**src/rtl/pbo_pkg.sv**
```systemverilog
// pbo_pkg: shared constants, types and helpers of the polyBLEP oscillator.
// Holds the controller/datapath command and status structs and the sine ROM builder.
// No dependencies.
package pbo_pkg;

   // Phase and waveform formats
   localparam int PHASE_BITS  = 32;
   localparam int FRAC_BITS   = 14;
   localparam int TAB_N       = 1024;
   localparam int TAB_AW      = 10;
   localparam int DT_W        = 33;  // step can exceed one cycle at low sample rates
   localparam int FREQ_W      = 22;
   localparam int SR_W        = 18;
   localparam int PW_W        = 16;
   localparam int NUM_W       = FREQ_W + PHASE_BITS - 8;  // dividend of the step division
   localparam int CNT_W       = 6;
   localparam int WIDE_W      = 19;  // signed working width of waveform sums

   // Clamp limits
   localparam logic [FREQ_W-1:0] FREQ_MIN = 22'd2560;
   localparam logic [FREQ_W-1:0] FREQ_MAX = 22'd3072000;
   localparam logic [SR_W-1:0]   SR_MIN   = 18'd8000;
   localparam logic [SR_W-1:0]   SR_MAX   = 18'd192000;
   localparam logic [PW_W-1:0]   PW_MIN   = 16'd3277;
   localparam logic [PW_W-1:0]   PW_MAX   = 16'd62259;

   // Register reset values and indexes
   localparam logic [SR_W-1:0] SR_RESET = 18'd44100;
   localparam logic [PW_W-1:0] PW_RESET = 16'd31457;
   localparam logic REG_SAMPLE_RATE = 1'b0;
   localparam logic REG_PULSE_WIDTH = 1'b1;

   // polyBLEP correction kinds
   localparam logic [1:0] BLEP_NONE = 2'd0;
   localparam logic [1:0] BLEP_LOW  = 2'd1;
   localparam logic [1:0] BLEP_HIGH = 2'd2;

   localparam longint unsigned HALF_PI_Q30 = 64'd1686629713;

   typedef logic [FRAC_BITS:0] sine_rom_type [0:TAB_N];

   // Controller to datapath
   typedef struct packed {
      logic load_item;
      logic div_load_dt;
      logic div_load_blep;
      logic blep_sel;      // 0: blep of the phase, 1: blep of the shifted phase
      logic phase_upd;
      logic sq_cap;
      logic rom_sel;       // 0: main phase, 1: sub phase
      logic sin_main_cap;
      logic out_load;
   } pbo_cmd_type;

   // Datapath to controller
   typedef struct packed {
      logic div_busy;
   } pbo_status_type;

   // Shift-and-subtract long division, used only while building tables
   function automatic longint unsigned udiv64(longint unsigned num, longint unsigned den);
      longint unsigned q;
      longint unsigned r;
      q = '0;
      r = '0;
      for (int b = 63; b >= 0; b--) begin
         r = {r[62:0], num[b]};
         if (r >= den) begin
            r = r - den;
            q[b] = 1'b1;
         end
      end
      return q;
   endfunction

   // Quarter-wave sine table, Taylor series at Q30, rounded to FRAC_BITS
   function automatic sine_rom_type build_sine_rom();
      sine_rom_type rom;
      longint unsigned x;
      longint unsigned term;
      longint unsigned s;
      longint sum;
      longint unsigned dv;
      for (int i = 0; i <= TAB_N; i++) begin
         x = (longint'(i) * HALF_PI_Q30) >> TAB_AW;
         term = x;
         sum = longint'(x);
         for (int n = 1; n <= 10; n++) begin
            term = (term * x) >> 30;
            term = (term * x) >> 30;
            dv = longint'(2 * n) * longint'(2 * n + 1);
            term = udiv64(term, dv);
            if (n % 2 == 1) sum = sum - longint'(term);
            else sum = sum + longint'(term);
         end
         if (sum < 0) sum = 0;
         if (sum > (64'sd1 <<< 30)) sum = 64'sd1 <<< 30;
         s = longint'(sum);
         s = (s + (64'd1 << (29 - FRAC_BITS))) >> (30 - FRAC_BITS);
         rom[i] = s[FRAC_BITS:0];
      end
      return rom;
   endfunction

   // Saturate a working sum to 16 bits
   function automatic logic signed [15:0] sat16(logic signed [WIDE_W-1:0] v);
      if (v > 19'sd32767) return 16'sh7FFF;
      if (v < -19'sd32768) return 16'sh8000;
      return v[15:0];
   endfunction

endpackage

```
**src/rtl/pbo_ctrl.sv**
```systemverilog
// pbo_ctrl: sequencer of the polyBLEP oscillator.
// Steps the datapath through step division, phase update, two polyBLEP terms, sine reads.
// Depends on pbo_pkg.
module pbo_ctrl import pbo_pkg::*; (
   input  logic           clock,
   input  logic           reset,
   input  logic           req_tvalid,
   output logic           req_tready,
   output logic           rsp_tvalid,
   input  logic           rsp_tready,
   input  pbo_status_type status,
   output pbo_cmd_type    cmd
);

   localparam logic [3:0] S_IDLE    = 4'd0;
   localparam logic [3:0] S_WAIT_DT = 4'd1;
   localparam logic [3:0] S_PHASE   = 4'd2;
   localparam logic [3:0] S_B1_SET  = 4'd3;
   localparam logic [3:0] S_B1_WAIT = 4'd4;
   localparam logic [3:0] S_B1_SQ   = 4'd5;
   localparam logic [3:0] S_B2_SET  = 4'd6;
   localparam logic [3:0] S_B2_WAIT = 4'd7;
   localparam logic [3:0] S_B2_SQ   = 4'd8;
   localparam logic [3:0] S_SIN_M   = 4'd9;
   localparam logic [3:0] S_SIN_S   = 4'd10;
   localparam logic [3:0] S_OUT     = 4'd11;

   logic [3:0] state_ff, state_in;
   logic       rsp_valid_ff, rsp_valid_in;

   assign req_tready = (state_ff == S_IDLE);
   assign rsp_tvalid = rsp_valid_ff;

   // Next state and commands
   always_comb begin
      state_in = state_ff;
      cmd = '0;
      unique case (state_ff)
         S_IDLE: begin
            if (req_tvalid) begin
               cmd.load_item = 1'b1;
               cmd.div_load_dt = 1'b1;
               state_in = S_WAIT_DT;
            end
         end
         S_WAIT_DT: begin
            if (!status.div_busy) state_in = S_PHASE;
         end
         S_PHASE: begin
            cmd.phase_upd = 1'b1;
            state_in = S_B1_SET;
         end
         S_B1_SET: begin
            cmd.div_load_blep = 1'b1;
            state_in = S_B1_WAIT;
         end
         S_B1_WAIT: begin
            if (!status.div_busy) state_in = S_B1_SQ;
         end
         S_B1_SQ: begin
            cmd.sq_cap = 1'b1;
            state_in = S_B2_SET;
         end
         S_B2_SET: begin
            cmd.blep_sel = 1'b1;
            cmd.div_load_blep = 1'b1;
            state_in = S_B2_WAIT;
         end
         S_B2_WAIT: begin
            cmd.blep_sel = 1'b1;
            if (!status.div_busy) state_in = S_B2_SQ;
         end
         S_B2_SQ: begin
            cmd.blep_sel = 1'b1;
            cmd.sq_cap = 1'b1;
            state_in = S_SIN_M;
         end
         S_SIN_M: begin
            state_in = S_SIN_S;
         end
         S_SIN_S: begin
            cmd.rom_sel = 1'b1;
            cmd.sin_main_cap = 1'b1;
            state_in = S_OUT;
         end
         S_OUT: begin
            cmd.rom_sel = 1'b1;
            if (!rsp_valid_ff || rsp_tready) begin
               cmd.out_load = 1'b1;
               state_in = S_IDLE;
            end
         end
         default: state_in = S_IDLE;
      endcase
   end

   // Result valid flag
   always_comb begin
      rsp_valid_in = rsp_valid_ff;
      if (cmd.out_load) rsp_valid_in = 1'b1;
      else if (rsp_tready) rsp_valid_in = 1'b0;
   end

   always_ff @(posedge clock) begin
      if (reset) begin
         state_ff <= S_IDLE;
         rsp_valid_ff <= 1'b0;
      end else begin
         state_ff <= state_in;
         rsp_valid_ff <= rsp_valid_in;
      end
   end

endmodule

```
**config.mk**
```make
export PLATFORM = sky130hd
export DESIGN_NAME = pbo_ctrl
export DESIGN_NICKNAME = d
export VERILOG_FILES = /design/src/rtl/pbo_pkg.sv /design/src/rtl/pbo_ctrl.sv
export SDC_FILE = /design/constraint.sdc
export NUM_CORES = 1
export LEC_CHECK = 0
export CORE_AREA = 2 2 39 41
export CTS_BUF_LIST = sky130_fd_sc_hd__clkbuf_8
export DETAILED_ROUTE_END_ITERATION = 8
export DIE_AREA = 0 0 41 43
export DONT_BUFFER_PORTS = 1
export SETUP_SLACK_MARGIN = 0.1
export SLEW_MARGIN = 10
export SYNTH_ARGS = -nofsm -noshare
export SYNTH_HDL_FRONTEND = slang
export SYNTH_SLANG_ARGS = --single-unit
```
**constraint.sdc**
```tcl
create_clock -name clock -period 2.85 [get_ports clock]
set_input_delay 0 -clock clock [delete_from_list [all_inputs] [get_ports clock]]
set_output_delay 0 -clock clock [all_outputs]
set_load 0.01 [all_outputs]
```
---- Word level (Yosys, flattened, before mapping) ----
Index checks and enable logic that the tools add are counted.
W data, S select, Z words.
operators by class
  mux-type cells .......................... 18
  equality and inequality tests ........... 16
  reduce and logical (&&, ||, !) cells .... 9
operators by type and width
  operator              number
  $pmux W4 S12          1
  $mux W4               5
  $eq A4 B3 Y1 const B  4
  $eq A4 B4 Y1 const B  4
  $mux W1               10
  $ne A2 B2 Y1 const B  5
  $eq A4 B2 Y1 const B  2
  $reduce_or A2 Y1      3
  $reduce_and A5 Y1     1
  $eq A4 B1 Y1 const B  1
  $logic_not A4 Y1      1
  $mux W2               2
  $reduce_or A3 Y1      1
  $reduce_bool A2 Y1    1
  $logic_not A1 Y1      1
  $logic_or A1 B1 Y1    1
word-level totals
  input bits .............................. 5
  register bits after elaboration ......... 5
  word-level logic and storage cells ...... 45
  output and inout bits ................... 11

---- Longest topological paths before layout ----
  word-level depth ........................ 5
  gate-level depth with buffers ........... 5
  gate-level depth less buffers ........... 4

---- Worst setup path before layout ----
No wires, ideal clock.
  path type ............................... reg2out
  start ................................... register state_ff[0]
  end ..................................... output port cmd[8] (netlist name)
  slack ................................... 1,475 ps
  required time ........................... 2,850 ps
  data arrival time ....................... 1,375 ps
  path buffers ............................ 2
  cell stages (with the launch flop) ...... 5
  cells stage by stage .................... dfxtp_1 > buf_4 > nor4_1 > and2_1 > buf_4
RTL lines
  item                      RTL line         source
  start: declaration        pbo_ctrl.sv:28   logic [3:0] state_ff, state_in;
  start signal: assignment  pbo_ctrl.sv:109  state_ff <= state_in;
  end: declaration          pbo_ctrl.sv:12   output pbo_cmd_type cmd

---- Final worst setup path ----
  start ................................... register state_ff[1]
  end ..................................... register state_ff[0]
on the way
  cells in the longest elaborated chain, start to end .. 3
  elaborated cells on any way between the ends .. 19
  classes of those cells .................. 16 x eq/ne; 1 x mux; 2 x reduce/logical
RTL lines
  item                                        RTL line        source
  $eq A4 B4 Y1, or another cell as far along  pbo_ctrl.sv:38  unique case (state_ff)
  $ne A2 B2 Y1 (no source line)               n/a
  $reduce_and A5 Y1 (no source line)          n/a
Several ways; a longest one is shown, not always the timed one.
A chain may end at the register's enable or synchronous reset.

==> impl_metrics.tcl <==
set metrics [dict create \
    diodes 0 \
    grt_pass1_wl_mm 1.39 \
    setup_violations 0 \
    first_iter_violations 12 \
    ff2ff_setup_slack_ps 1210 \
    die_w_um 41 \
    die-area_um2 1760 \
    ys_ff_latch 5 \
    crit_type "reg2reg" \
    num_rows 14 \
    power.density_nw_per_um2 865 \
    cts_root_buffer "clkbuf_8" \
    timing.final.crit_period_ps 1640 \
    synth_fp_nets 66 \
    synth_area_um2 433 \
    clock_path_buffers 2 \
    via_count 425 \
    cp.arrival_ps 1740 \
    r2r-start "state_ff[1]" \
    reg2reg_depth 4 \
    finalNetCount 67 \
    finalHoldViolations 0 \
    timing.final.crit_share_pct 57.6 \
    pre_cts_ws_ps 1240 \
    ioPinCount 16 \
    start_util_pct 31.3 \
    maxSlewViolCount 0 \
    yosys_warnings 0 \
    first_global_vias 329 \
    postSynthCellCount 61 \
    hp-class "in2reg" \
    crit_required_ps 2950 \
    power.total_mw 0.413 \
    holdWs_ps 29.8 \
    rsz0062_at_grt "no" \
    outcome "finished, final reports clean" \
    yosysSeqAreaShare_pct 23.1 \
    synth.avg_cell_area_um2 7.10 \
    path_clk_slew_ps 40 \
    drt-total-wl_um 954 \
    gp_congestion 0.797 \
    via_per_inst 5.52 \
    port_buffers 0 \
    fin_setup_tns_ps 0 \
    drc 0 \
    holdBufCountCts 2 \
    wire_per_inst_um 12.4 \
    tightest_slew_ps 580 \
    cts_resized 0 \
    layout-drive-gt1-share_pct 13.1 \
    coreArea_um2 1380 \
    antenna_left 0 \
    post_cts_buffers 0 \
    min_path_cells 3 \
    clock.fmax_ghz 0.609 \
    tritoncts "done" \
    critPathMaxFanout 12 \
    grt-ovfl-total 0 \
    track_usage_pct 12.1 \
    area_growth_pct 10.4 \
    timing.final.ws_setup_ps 1210 \
    grt_start_max_net_pins 16 \
    reg2reg_to "state_ff[0]" \
    irDropWorstVdd_mv 0.245 \
    dp_hpwl_um 641 \
    htree_levels 1 \
    whs_endpoint "rsp_tvalid" \
    fin_worst_skew_ps 8.61 \
    numCtsBuffers 3 \
    maxCapViolCount 0 \
    die_h_um 43 \
    end_kind "flip-flop" \
    slew_headroom_pct 61.0 \
    p_leak_nw 0.180 \
    start_kind "flip-flop" \
    synth_cell_types 30 \
    antenna_found_initial 0 \
    min_from "rsp_tready" \
    clk_latency_ps 230 \
    dr.pass1.iters 4 \
    cts_sinks 5 \
]
## worst max-delay path by stage
stage                      from  depth (start not counted)           to  slack [ps]
CTS                 state_ff[1]                          4  state_ff[0]        1220
global route        state_ff[0]                          2       cmd[7]        1060
global placement    state_ff[1]                          4  state_ff[0]        1290
finish              state_ff[1]                          4  state_ff[0]        1210
floorplan           state_ff[0]                          4       cmd[8]        1480
detailed placement  state_ff[1]                          4  state_ff[0]        1240
## per-layer routing
metal / GRT usage (%) / vias up / wire (µm)
met1: 15.2 / 193 / 465
met5: 0 / - / 0
met2: 15.0 / 16 / 392
met4: 12.0 / 0 / 8
li1: - / 214 / -
met3: 3.66 / 2 / 89
## area by class of cell
class | instances | area, µm²
multi-input cells | 48 | 284
fillers | 164 | 906
flip-flops and latches | 5 | 100
well taps | 16 | 20.0
clock buffers | 3 | 41.3
inverters | 2 | 7.51
clock inverters | 1 | 5.00
repair buffers | 2 | 20.0
## sequential cells by signal, indices dropped and copies added, names as in the netlist
signal	flops
rsp_tvalid	1
state_ff	4
## where the power goes
part           leakage (nW)  switching [mW]  total [mW]  internal (mW)
Clock                0.0255          0.0394       0.134         0.0943
Combinational         0.113          0.0755       0.146         0.0702
Sequential           0.0407          0.0493       0.134         0.0847
Total                 0.180           0.164       0.413          0.249
## kinds of logic (layout without fill, tap and decap cells)
family,after synthesis,after routing,synth area share [%]
and+or+nand+nor,34,34,44.2
DFF,5,5,23.1
buffers and inverters,8,8,11.3
xor gates and xnor gates,1,1,2.02
AOI/OAI and AO/OA,13,13,19.4
## worst max-delay path, cell delays in order, from the launching register on
cell	delay (ps)
dfxtp_1	530
and2b_4	250
a32o_2	270
o21ai_1	110
or3b_1	340
## stage by stage
stage | utilization [%] | area, µm² | instances
detailed placement | 29.7 | 412 | 71
global route | 34.5 | 478 | 77
global placement | 29.7 | 412 | 71
CTS | 34.5 | 478 | 77
floorplan | - | 433 | 61
finish | 34.5 | 478 | 77
## placed cells by master, fill, tap and decap left out, types with 3 or more instances in the layout
cell type / instances
a21oi_1: 4
clkbuf_8: 3
nand2_1: 4
nor2_1: 8
nor2b_1: 3
dfxtp_1: 5
nor3_1: 4
## synthesized netlist by cell type
master / count / area, µm²
nor2b_1: 3 / 18.8
a21oi_1: 4 / 20.0
nor3_2: 1 / 10.0
nor3b_1: 1 / 7.51
nand2b_1: 2 / 12.5
nor3_1: 4 / 20.0
clkbuf_1: 1 / 3.75
nand2_2: 1 / 6.26
and2_1: 1 / 6.26
o21bai_1: 1 / 7.51
and3_1: 2 / 12.5
nand3_1: 1 / 5.00
nor2_1: 8 / 30.0
or4_1: 1 / 7.51
a32o_2: 1 / 11.3
buf_4: 5 / 37.5
dfxtp_1: 5 / 100
o21ai_0: 2 / 10.0
inv_1: 2 / 7.51
nor4_1: 1 / 6.26
o21ai_1: 1 / 5.00
xnor2_1: 1 / 8.76
a211oi_1: 1 / 7.51
a21o_1: 1 / 7.51
or3_1: 1 / 6.26
a31oi_1: 1 / 6.26
nand2_1: 4 / 15.0
or3b_1: 2 / 17.5
a2111oi_0: 1 / 8.76
and2b_4: 1 / 10.0
Note: power is estimated with default switching activity, not from simulation.
